$ cat config.mk
export PLATFORM = sky130hd
export DESIGN_NAME = single_precision_float_multiplier_unit
export DESIGN_NICKNAME = d
export VERILOG_FILES = /design/src/rtl/spfm_pkg.sv /design/src/rtl/single_precision_float_multiplier_unit.sv /design/src/rtl/spfm_front.sv /design/src/rtl/spfm_back.sv
export SDC_FILE = /design/constraint.sdc
export NUM_CORES = 1
export LEC_CHECK = 0
export ABC_AREA = 1
export BUFFER_PORTS_ARGS = -buffer_cell sky130_fd_sc_hd__buf_2
export CORE_MARGIN = 1
export CORE_UTILIZATION = 40
export DETAILED_ROUTE_END_ITERATION = 7
export PLACE_DENSITY = 0.53
export SYNTH_ARGS = -nofsm -noshare
export SYNTH_HDL_FRONTEND = slang
export SYNTH_SLANG_ARGS = --single-unit
$ cat constraint.sdc
create_clock -name clk -period 5 [get_ports clk]
set_clock_uncertainty 0.15 [all_clocks]
set_input_delay 0.5 -clock clk [delete_from_list [all_inputs] [get_ports clk]]
set_output_delay 0.5 -clock clk [all_outputs]
set_load 0.005 [all_outputs]
$ cat src/rtl/spfm_pkg.sv
// Package for the single-precision multiplier: field widths and constants.
// Used by every module of the multiplier; depends on nothing.
`default_nettype none
package spfm_pkg;
    localparam int unsigned WordWidth   = 32;
    localparam int unsigned ExpWidth    = 8;
    localparam int unsigned FracWidth   = 23;
    localparam int unsigned HighWidth   = 13;
    localparam int unsigned LowWidth    = 11;
    localparam int unsigned PipeDepth   = 3;
    localparam logic [9:0]  ExpBiasAdj  = 10'd129;
    localparam logic [31:0] QuietNan    = 32'h7FC0_0000;

    // Stage 1 to stage 2 bundle.
    typedef struct packed {
        logic                 special;
        logic [31:0]          special_word;
        logic                 sign;
        logic [ExpWidth-1:0]  pre_exp;
        logic [25:0]          hh;
        logic [23:0]          hl;
        logic [23:0]          lh;
    } stage1_t;
endpackage
`default_nettype wire

$ cat src/rtl/single_precision_float_multiplier_unit.sv
// Top level of the single-precision multiplier.
// Depends on spfm_pkg, spfm_front and spfm_back.
`default_nettype none
// A new operand pair may be started in every cycle; busy is always low. Each
// product appears on product for one cycle with done high, after the start
// transfer has passed the three register stages (decode and partial
// products, partial product sum, normalisation). The receiver cannot stall,
// so every result must be taken in its cycle.
module single_precision_float_multiplier_unit (
    input  wire logic        clk,
    input  wire logic        rst_n,
    input  wire logic        start,
    output logic             busy,
    input  wire logic [31:0] operand_a,
    input  wire logic [31:0] operand_b,
    output logic             done,
    output logic [31:0]      product
);
    import spfm_pkg::*;

    logic    v1;
    stage1_t s1;

    assign busy = 1'b0;

    spfm_front u_front (
        .clk(clk), .rst_n(rst_n), .valid_in(start && !busy),
        .a(operand_a), .b(operand_b), .valid_out(v1), .data_out(s1)
    );

    spfm_back u_back (
        .clk(clk), .rst_n(rst_n), .valid_in(v1), .data_in(s1),
        .valid_out(done), .word_out(product)
    );

    a_latency: assert property (@(posedge clk) disable iff (!rst_n)
        start |-> ##3 done)
        else $error("start transfer did not give a result three cycles later");
    a_no_spurious: assert property (@(posedge clk) disable iff (!rst_n)
        done |-> $past(start, 3))
        else $error("result without a matching start");
    a_stage1: assert property (@(posedge clk) disable iff (!rst_n)
        v1 |-> ##2 done)
        else $error("stage one item lost");
endmodule
`default_nettype wire

$ cat src/rtl/spfm_front.sv
// First stage: special operand decode, exponent sum and partial products.
// Depends on spfm_pkg.
`default_nettype none
module spfm_front (
    input  wire logic                         clk,
    input  wire logic                         rst_n,
    input  wire logic                         valid_in,
    input  wire logic [31:0]                  a,
    input  wire logic [31:0]                  b,
    output logic                              valid_out,
    output spfm_pkg::stage1_t                 data_out
);
    import spfm_pkg::*;

    logic              sign;
    logic              a_zero, b_zero, a_inf, b_inf, a_nan, b_nan;
    logic [9:0]        exp_sum;
    logic [HighWidth-1:0] ha, hb;
    logic [LowWidth-1:0]  la, lb;
    stage1_t           s_next, s_reg;
    logic              valid_reg;

    always_comb
    begin
        sign   = a[31] ^ b[31];
        a_zero = a[30:0] == 31'd0;
        b_zero = b[30:0] == 31'd0;
        a_inf  = (a[30:23] == 8'hFF) && (a[22:0] == 23'd0);
        b_inf  = (b[30:23] == 8'hFF) && (b[22:0] == 23'd0);
        a_nan  = (a[30:23] == 8'hFF) && (a[22:0] != 23'd0);
        b_nan  = (b[30:23] == 8'hFF) && (b[22:0] != 23'd0);
        ha = {1'b1, a[22:11]};
        hb = {1'b1, b[22:11]};
        la = a[10:0];
        lb = b[10:0];
        exp_sum = {2'b00, a[30:23]} + {2'b00, b[30:23]} + ExpBiasAdj;

        s_next.sign    = sign;
        s_next.pre_exp = exp_sum[8] ? exp_sum[7:0] : 8'd0;
        s_next.hh      = ha * hb;
        s_next.hl      = ha * lb;
        s_next.lh      = la * hb;
        s_next.special = 1'b1;
        priority if (a_inf)
            s_next.special_word = b_zero ? QuietNan : {sign, a[30:0]};
        else if (b_inf)
            s_next.special_word = a_zero ? QuietNan : {sign, b[30:0]};
        else if (a_nan)
            s_next.special_word = a;
        else if (b_nan)
            s_next.special_word = b;
        else if (a_zero || b_zero)
            s_next.special_word = {sign, 31'd0};
        else
        begin
            s_next.special      = 1'b0;
            s_next.special_word = {sign, 31'd0};
        end
    end

    always_ff @(posedge clk or negedge rst_n)
    begin
        if (!rst_n)
            valid_reg <= 1'b0;
        else
            valid_reg <= valid_in;
    end

    always_ff @(posedge clk)
    begin
        if (valid_in)
            s_reg <= s_next;
    end

    assign valid_out = valid_reg;
    assign data_out  = s_reg;
endmodule
`default_nettype wire

$ cat src/rtl/spfm_back.sv
// Second and third stages: partial product sum, then normalisation and packing.
// Depends on spfm_pkg.
`default_nettype none
module spfm_back (
    input  wire logic              clk,
    input  wire logic              rst_n,
    input  wire logic              valid_in,
    input  spfm_pkg::stage1_t      data_in,
    output logic                   valid_out,
    output logic [31:0]            word_out
);
    import spfm_pkg::*;

    logic [25:0] sum_next, sum_reg;
    logic        special_reg, sign_reg, valid2_reg, valid3_reg;
    logic [31:0] special_word_reg, word_next, word_reg;
    logic [ExpWidth-1:0] pre_exp_reg, exp_field;
    logic [FracWidth-1:0] frac;

    // Truncated low parts; the sum stays below 2^26.
    assign sum_next = data_in.hh + {13'd0, data_in.hl[23:11]}
                    + {13'd0, data_in.lh[23:11]} + 26'd2;

    always_comb
    begin
        if (sum_reg[25])
        begin
            exp_field = pre_exp_reg + 8'd1;
            frac      = sum_reg[24:2];
        end
        else
        begin
            exp_field = pre_exp_reg;
            frac      = sum_reg[23:1];
        end
        word_next = special_reg ? special_word_reg : {sign_reg, exp_field, frac};
    end

    always_ff @(posedge clk or negedge rst_n)
    begin
        if (!rst_n)
        begin
            valid2_reg <= 1'b0;
            valid3_reg <= 1'b0;
        end
        else
        begin
            valid2_reg <= valid_in;
            valid3_reg <= valid2_reg;
        end
    end

    always_ff @(posedge clk)
    begin
        if (valid_in)
        begin
            sum_reg          <= sum_next;
            special_reg      <= data_in.special;
            special_word_reg <= data_in.special_word;
            sign_reg         <= data_in.sign;
            pre_exp_reg      <= data_in.pre_exp;
        end
        if (valid2_reg)
            word_reg <= word_next;
    end

    assign valid_out = valid3_reg;
    assign word_out  = word_reg;
endmodule
`default_nettype wire
# [After elaboration in Yosys (flattened, before gate mapping)]
# Index checks and enable logic that the tools add are counted.
[op_classes] div=0 n_bitwise=1 add_sub_neg=6 mux=10 magnitude_cmp=0 n_eq_ne=2 n_mul=3 n_reduce_logical=12 n_shift=0
[op_table] op="32-bit two-way mux" n=7
[op_table] op="31-bit logical NOT" n=2
[op_table] op="26-bit by 13-bit adder with 26-bit output" n=2
[op_table] op="23-bit logical NOT" n=2
[op_table] op="23-bit nonzero test" n=2
[op_table] op="26-bit by 2-bit adder with 26-bit output, second input constant" n=1
[op_table] op="13-bit by 13-bit multiplier with 26-bit output" n=1
[op_table] op="11-bit by 13-bit multiplier with 24-bit output" n=1
[op_table] op="13-bit by 11-bit multiplier with 24-bit output" n=1
[op_table] op="23-bit two-way mux" n=1
[op_table] op="8-bit equality test, second input constant" n=2
[op_table] op="8-bit by 8-bit adder with 9-bit output" n=1
[op_table] op="9-bit by 8-bit adder with 9-bit output, second input constant" n=1
[op_table] op="8-bit by 1-bit adder with 8-bit output, second input constant" n=1
[op_table] op="8-bit two-way mux" n=1
[op_table] op="1-bit logical AND" n=4
[op_table] op="4-bit OR reduction" n=1
[op_table] op="1-bit logical OR" n=1
[op_table] op="1-bit two-way mux" n=1
[op_table] op="1-bit XOR" n=1
[totals] mem_count=0 latchBits=0 register_bits=219 mem_bits_rw=0 word_cells=50 rom_bits=0

# [Logic depth before layout (Yosys ltp)]
# Gate-level depths: netlist (run 1).
[logic_depth] ltp_word=6 ltp_mapped=23 ltp_nobuf=21

# [Cells and area by module]
# A second synthesis (run 1) with hierarchy kept.
[hier_totals] cells_unflattened=3087 area_unflattened_um2=25744.7
[modules_own_cells] module="spfm_front" cells_per_inst=2494 instances=1 seq_area_each_um2=3508.4 area_each_um2=20276.9
[modules_own_cells] module="spfm_back" cells_per_inst=591 instances=1 seq_area_each_um2=3022.9 area_each_um2=5456.5
[modules_own_cells] module="single_precision_float_multiplier_unit" cells_per_inst=2 instances=1 seq_area_each_um2=0.0 area_each_um2=11.3

# [Least setup slack after synthesis (run 1)]
# No wires, ideal clock.
[synth_timing] path_kind="in2reg" from="input port operand_b[13]" to="register u_front.s_reg, in the netlist u_front.data_out[68], data pin" setup_time_ps=259 slack_ps=-300 required_ps=4591 path_buffers=2 stages=20 arrival_ps=4891 cell_sequence="clkbuf_1 clkbuf_1 nand2_1 inv_1 fa_1 inv_1 fa_1 inv_1 fa_1 fa_1 inv_1 fa_1 inv_1 ha_1 a21oi_1 a21boi_0 o21ai_0 nand3_1 nand2_1 xor2_1"
[synth_rtl] item="from (decl)" line_no="single_precision_float_multiplier_unit.sv:15" rtl="input wire logic [31:0] operand_b,"
[synth_rtl] item="to (signal assigned)" line_no="spfm_front.sv:72" rtl="s_reg <= s_next;"
[synth_rtl] item="to (decl)" line_no="spfm_front.sv:20" rtl="stage1_t s_next, s_reg;"

==> key figures, run 1 <==
Outcome
  • Status: completed

Worst setup path
  • Crit. End Element: flop
  • R2R setup slack: around 2100 ps
  • Reg2reg end: u_back.sum_reg[25]
  • FF-to-FF Start: u_front.data_out[22]
  • Crit start category: input port
  • CP Data Required Time: roughly 5100 ps
  • Worst reg-to-reg path cell count: 8
  • Worst Path Arrival: between 4000 and 5000 ps
  • WS Path Type: input port to flop
  • Worst-path fanout max: 7

Finish
  • Fillcell total: just under 6000
  • Layout cells sized above 1: ~16%
  • Area of the multi-input gates: ~0.016 sq mm
  • Syn-to-layout area delta: 16.66%
  • Largest register FFs: 94
  • Sequential standard cell area: roughly 0.0059 sq mm
  • Final core utilization: 47.23%
  • # diodes: 0
  • Fin nets: between 3000 and 4000

Global routing
  • Antenna violations before repair: 0
  • Largest net degree at the start of global routing: between 60 and 70
  • Vias in the first global route: just under 20000
  • GRT Util Overall: a little under a quarter
  • First-pass GRT wire length: about 110000 microns
  • Total grt overflow: 0

Synthesis
  • Gate Count Post-Synth: 2872
  • Synth area leaders: fa_1 27%, edfxtp_1 24%, ha_1 11%, nand2_1 11%, inv_1 11%
  • Post-synth top area share: 26.96%
  • Multiplexer share of the synthesized area: 0%
  • Simple-gate share of the synthesized area: between 10% and 20%
  • Number of synthesized flops with an enable pin: 193
  • Post-Synth XOR/XNOR Area: approximately 2.5%
  • Seq cells post-synth: around 200
  • Unique cell type count in the Yosys netlist: 47
  • Top_reg_cell synth: edfxtp_1
  • Synth Cell Area: between 0.02 and 0.025 sq mm
  • Yosys top cell by area: fa_1
  • Adder-cell share of the synthesized area: about two fifths
  • Most frequent cell after synthesis: nand2_1
  • Syn nets: between 3000 and 4000
  • Commonest cells in the netlist: 700 x nand2_1, 693 x inv_1, 329 x fa_1
  • Synth Area in Compound Gates: 5.961%
  • Yosys warning count: 0
  • Main combinational cell family by area after synthesis: adder cells
  • Post-synthesis average cell area: about 8.5 sq um
  • FFs w/ async S/R, synth: 1.531%
  • Post-synthesis sequential area ratio: between 20% and 30%

Power
  • NetSw: a little over 0.01 W
  • Seq pwr share: between 15 and 20%
  • Leakage Power: approximately 15 nW
  • Clock power frac: between 6 and 7%
  • Comb power frac: between 70% and 80%
  • Worst VDD drop: roughly 0.00056 V
  • Pwr Density: around 730 mW/mm^2
  • Pint: approximately 0.011 W
  • Total power: roughly 0.021 W
  • Net Sw Frac: between 40 and 50%

Placed design
  • Port Buf Inserts: roughly 100
  • DP HPWL: between 50000 and 60000 microns
  • Gpl congestion: approximately 0.93

CTS
  • Clock slew at reported path FFs: 80 ps
  • Clk sink count: between 150 and 200
  • CTS Buf Count: 17
  • Clk buf depth: 2
  • CTS tree: yes
  • Clk_lat worst skew: approximately 460 ps
  • Clock root buffer: clkbuf_16
  • H-tree depth: 4

Worst hold path
  • Worst min path class: input port to async pin

STA
  • Peak Freq: about 200 MHz
  • Final critical-path share of the clock period: just under 100%
  • Hold Fails Final Rpt: 0
  • Worst slew pin tran: 1021 ps
  • Fin. max-slew vios: 0
  • Tmin final: 4854 ps
  • Max-slew headroom: 31.85%
  • Setup Viol. Count Final: 0

Run
  • Max-cap violations: 0

Route
  • Post-DR wirelength/cell: roughly 18 microns
  • Via/cell ratio: between 4 and 5
  • Post-route ant nets: 0
  • DRC Markers: 0
  • Initial DRC count: about 1300
  • Final WL: between 70000 and 80000 microns
  • Vias: about 19000
  • TritonRoute pass-1 iters: 5

Floorplanning
  • Num rows: 90
  • Core area: about 0.060 sq mm
  • Initial core utilization: 40.48%
  • Die span in x: roughly 250 microns
  • I/O pins: around 100
  • Die area: ~0.062 sq mm
  • Die Span Y: 249.2 microns
## worst max-delay path by stage
stage / startpoint / end / slack (ps) / cells past startpoint
2_1_floorplan: operand_b[12] / u_front.data_out[68] / -30 / 20
3_3_place_gp: operand_a[18] / u_front.data_out[64] / -520 / 19
3_5_place_dp: operand_a[15] / u_front.data_out[47] / -560 / 23
4_1_cts: operand_a[19] / u_front.data_out[45] / 5 / 19
5_1_grt: operand_a[22] / u_front.data_out[47] / -4 / 21
6_report: operand_a[22] / u_front.data_out[45] / 150 / 20
## layout make-up
class	instances	area share (%)
Clock buffer	17	1.492
Tap cell	782	3.433
Inverter	700	9.218
Clock inverter	15	0.6628
Timing Repair Buffer	370	9.174
Sequential cell	196	20.60
Multi-Input combinational cell	1867	55.42
## critical path, stage by stage
cell and delay [ps]:
clkbuf_4 200, buf_4 170, buf_4 170, nand2_1 90, fa_1 540, inv_1 60, fa_1 530, inv_1 50
fa_1 480, inv_1 50, fa_1 450, ha_1 300, ha_1 350, a21o_1 220, nor2_1 200, o21ai_0 100
a21oi_1 200, o21ai_0 120, nand2_1 70, nand2_1 50
## metrics by stage
| step | TNS [ps] | setup slack, ps | instance area (sq um) | std cells | hold WS (ps) |
|---|---|---|---|---|---|
| final | 0 | 146.4 | 28500 | 3947 | 230.0 |
| after global routing | -9.099 | -4.351 | 28500 | 3947 | 224.9 |
| after CTS | 0 | 4.739 | 28130 | 3943 | 202.1 |
| after detailed placement | -16600 | -555.5 | 27490 | 3910 | 154.2 |
| after global placement | -15340 | -515.2 | 27490 | 3910 | 153.1 |
| after floorplan | -47.69 | -25.54 | 24520 | 2872 | 54.41 |
## repair_timing
action	in CTS	in global routing
endpoints found under the setup margin	6	37
resized for setup	5	89
setup buffers	0	4
hold buffers	1	0
pin swaps	0	7
hold endpoints to repair	3	0
## metal layers
| metal | vias to the layer above | routed length, microns | global-route usage [%] |
|---|---|---|---|
| met3 | 60 | 2893 | 2.278 |
| met4 | 0 | 1924 | 6.914 |
| li1 | 9252 | - | - |
| met5 | - | 0 | 0 |
| met2 | 434 | 30980 | 36.25 |
| met1 | 9333 | 34390 | 33.65 |
## layout by cell type (no fill, tap or decap), types with 6 or more instances in the layout
cell type	netlist	routed
edfxtp_1	193	193
nor2_1	156	150
nand4_1	24	24
nand2_1	700	698
buf_4	2	273
inv_2	6	7
nand3_1	59	59
ha_2	0	6
clkbuf_16	0	17
inv_1	693	692
xnor2_1	23	22
nor2_2	2	8
fa_1	329	329
clkbuf_4	0	13
o21bai_1	11	10
o21ai_1	0	7
ha_4	0	9
ha_1	218	203
a21oi_2	19	34
xor2_1	46	45
nand2_2	20	22
buf_2	19	79
nor4_1	10	6
a21o_1	14	14
o21ai_0	45	36
a21oi_1	135	119
nor3_1	12	11
## cell families (layout without fill, tap and decap cells)
| logic type | count (synthesis) | in the layout |
|---|---|---|
| XOR/XNOR | 69 | 69 |
| AND/OR/NAND/NOR | 1000 | 1000 |
| AO/OA/AOI/OAI | 250 | 250 |
| adder cells (fa/ha/maj) | 547 | 547 |
| other | 1 | 1 |
| flip-flops | 196 | 196 |
| buffers and inverters | 809 | 1102 |
## power groups by stage
stage                     sequential [W]  combinational, W  clock [W]
after floorplan                  0.00306           0.00880          0
after global placement           0.00323            0.0150          0
after detailed placement         0.00323            0.0151          0
after CTS                        0.00319            0.0152    0.00144
after global routing             0.00323            0.0181    0.00149
final                            0.00318            0.0163    0.00140
Note: power is estimated with default switching activity, not from simulation.
==> run 2: changes to the inputs <==
- CORE_UTILIZATION: 40 -> 51
- PLACE_DENSITY: 0.53 -> 0.65
==> run 2 against run 1 <==
Against the previous run: largest cell class unchanged; largest power group unchanged; die area down 21%; non-clock buffer count down 20; critical endpoint is now u_front.data_out[40]; register-to-register slack about the same; the flow now finishes with violations (DRC); design area down 1.2%; final cell count down 4.9%; critical path depth shrank 2; combinational power is 2% lower; wire length is 7.2% lower; sequential share of layout area increased by 0.24 points.
==> key figures, run 2 (synthesis results as in run 1) <==
Finish
  • Final core utilization: 60.01% (+13 points)
  • Final Non-Filler Cells: 3753 (-4.9%)
  • Most frequent cells in the layout: 693 x nand2_1, 693 x inv_1, 328 x fa_1
  • Fin nets: 3746 (-0.53%)
  • Sequential standard cell area: 0.005872 sq mm (unchanged)
  • Layout cells sized above 1: 15.74% (-0.63 points)
  • Syn-to-layout area delta: 15.31%
  • Fillcell total: 4099 (-31%)
  • Area of the multi-input gates: 0.01578 sq mm (-0.10%)
  • Largest register FFs: 94 (unchanged)

STA
  • WHS: 224.9 ps (-5.072 ps)
  • Peak Freq: 205.3 MHz (-0.34%)
  • Setup Viol. Count Final: 0 (unchanged)
  • Worst slew pin tran: 1043 ps (+21.99 ps)
  • Tmin final: 4870 ps (+16.45 ps)
  • Fin. max-slew vios: 0 (unchanged)
  • Hold Fails Final Rpt: 0 (unchanged)
  • Max-slew headroom: 30.20% (-1.7 points)
  • Final critical-path share of the clock period: 97.40% (+0.33 points)

Worst setup path
  • R2R setup slack: 2130 ps (about the same)
  • Crit. End Element: flop
  • CP Data Required Time: 5030 ps (-30 ps)
  • Reg2reg end: u_back.sum_reg[21]
  • Critical Path Max Stage Delay: 560 ps (+20 ps)
  • Crit start category: input port
  • Worst Path Arrival: 4900 ps (about the same)
  • Worst path slowest cell: fa_1
  • Most frequent CP cell: fa_1
  • FF-to-FF Start: u_front.data_out[23]
  • Worst reg-to-reg path cell count: 10 (+2)
  • Top delay family on crit path: adder cells
  • Worst-path fanout max: 15 (+8)
  • WP buf/inv: 5 (-1)
  • WS Path Type: input port to flop
  • Critical path cell sequence: buf_4 > nand2_1 > fa_1 > inv_1 > fa_1 > fa_1 > fa_1 > inv_1 > fa_1 > inv_1 > ha_4 > nand2_2 > nor2_1 > nand4_1 > o211ai_1 > buf_4 > a21oi_1 > xor2_1

Power
  • Worst VDD drop: 0.0005051 V (-10%)
  • Leakage Power: 15.17 nW (-0.51%)
  • Pwr Density: 726.5 mW/mm^2 (-0.68%)
  • Total power: 0.02047 W (-1.8%)

CTS
  • Clock root buffer: clkbuf_16
  • Clock slew at reported path FFs: 70 ps (about the same)
  • Clk_lat worst skew: 440 ps (-20 ps)
  • Clk buf depth: 2 (unchanged)
  • H-tree depth: 4 (unchanged)
  • CTS tree: yes
  • Clk sink count: 196 (unchanged)
  • CTS Buf Count: 17 (unchanged)

Route
  • Via/cell ratio: 5.106 (+5.6%)
  • Initial DRC count: 1433 (+11%)
  • Post-DR wirelength/cell: 17.35 microns (-2.4%)
  • TritonRoute pass-1 iters: 7 (+2)
  • Post-route ant nets: 0 (unchanged)
  • Vias: 19161 (+0.43%)
  • DRC Markers: 18 (+18)
  • Final WL: 65120 microns (-7.2%)

Global routing
  • Global Route met2 Usage: 43.97% (+7.7 points)
  • Met3 Use GR: 4.169% (+1.9 points)
  • First-pass GRT wire length: 104900 microns (-4.8%)
  • Total grt overflow: 0 (unchanged)
  • Vias in the first global route: 19407 (-1.2%)
  • Global Route met1 Usage: 39.37% (+5.7 points)
  • GRT Util Overall: 27.51% (+4.4 points)
  • Antenna violations before repair: 1 (+1)
  • Global route hottest layer: met2
  • Largest net degree at the start of global routing: 71 (+2.9%)

Placed design
  • DP HPWL: 54680 microns (-7.4%)
  • Gpl congestion: 0.9461 (+2.0%)
  • Port Buf Inserts: 99 (unchanged)
  • Placed Cells: 3716 (-5.0%)

Outcome
  • Status: complete, but fails checks
  • Violated checks: DRC

Floorplanning
  • Core area: 0.04695 sq mm (-22%)
  • Die Span Y: 220.9 microns (-11%)
  • Die area: 0.04879 sq mm (-21%)
  • I/O pins: 101 (unchanged)
  • Num rows: 79 (-12%)
  • Die span in x: 220.9 microns (-11%)
  • Initial core utilization: 52.04% (+12 points)

Worst hold path
  • Worst min path class: input port to async pin

Run
  • Max-cap violations: 0 (unchanged)
==> run 2: cell count changes in the layout (fill, tap and decap cells not counted), moves of 3 or more <==
cell      delta
buf_12       +3
inv_12       -4
inv_8        -4
o21ai_0      +4
a21oi_1      +4
nand2_1      -5
nand2_2      +5
clkbuf_4     -8
buf_4       -20
buf_6        +4
o21ai_1      -4
a21oi_2      -3
==> run 2: where the power goes <==
group	switching (W)	total (W)	internal, W
logic	0.00884	0.0159	0.00707
clock network	0.000621	0.00138	0.000759
registers	0.000318	0.00318	0.00286
==> run 2: metal layers <==
metal,vias up,routed length [microns]
met5,-,9
met4,2,1398
met3,71,4502
met2,634,29400
met1,9240,29810
li1,9214,-
==> run 2: what timing repair did <==
| action | CTS | global route |
|---|---|---|
| hold buffers | 1 | 0 |
| setup buffers | 1 | 2 |
| gates cloned | 0 | 0 |
| gates resized for setup | 6 | 87 |
| setup endpoints to repair | 10 | 38 |
| endpoints found under the hold margin | 3 | 0 |
| pin swaps | 1 | 12 |
==> run 2: worst register-to-register path, stage by stage (launching register included) <==
cell      delay, ps
edfxtp_1        510
fa_1            460
ha_1            370
nand2_1         130
nor2_1          130
inv_1            60
nor3_1          220
nand4_1         130
nand3_1         220
nand2_1         100
xnor2_1         130
==> run 2: how the worst max path moves through the flow <==
stage                              from  cells after the start              endpoint  slack (ps)
after floorplan           operand_b[12]                     20  u_front.data_out[68]         -30
after global placement    operand_a[18]                     19  u_front.data_out[64]        -460
after detailed placement  operand_a[18]                     19  u_front.data_out[70]        -570
after CTS                 operand_b[19]                     21  u_front.data_out[70]         0.7
after global routing      operand_b[21]                     18  u_front.data_out[14]         -10
final                     operand_a[17]                     18  u_front.data_out[40]         130
==> run 2: area by class of cell <==
| type | instances | share of cell area (%) |
|---|---|---|
| multi-input cells | 1867 | 56.01 |
| diodes | 1 | 0.008882 |
| flip-flops and latches | 196 | 20.84 |
| clock inverters | 15 | 0.6795 |
| well taps | 607 | 2.696 |
| repair buffers | 350 | 8.926 |
| inverters | 700 | 9.326 |
| clock buffers | 17 | 1.510 |
==> run 2: through the flow <==
| stage | setup WS (ps) | area (sq um) | TNS, ps |
|---|---|---|---|
| floorplan | -25.54 | 24520 | -47.69 |
| global placement | -464.7 | 27170 | -13890 |
| detailed placement | -565.3 | 27170 | -16840 |
| CTS | 0.7043 | 27820 | 0 |
| global route | -10.57 | 28170 | -10.57 |
| finish | 130.0 | 28170 | 0 |
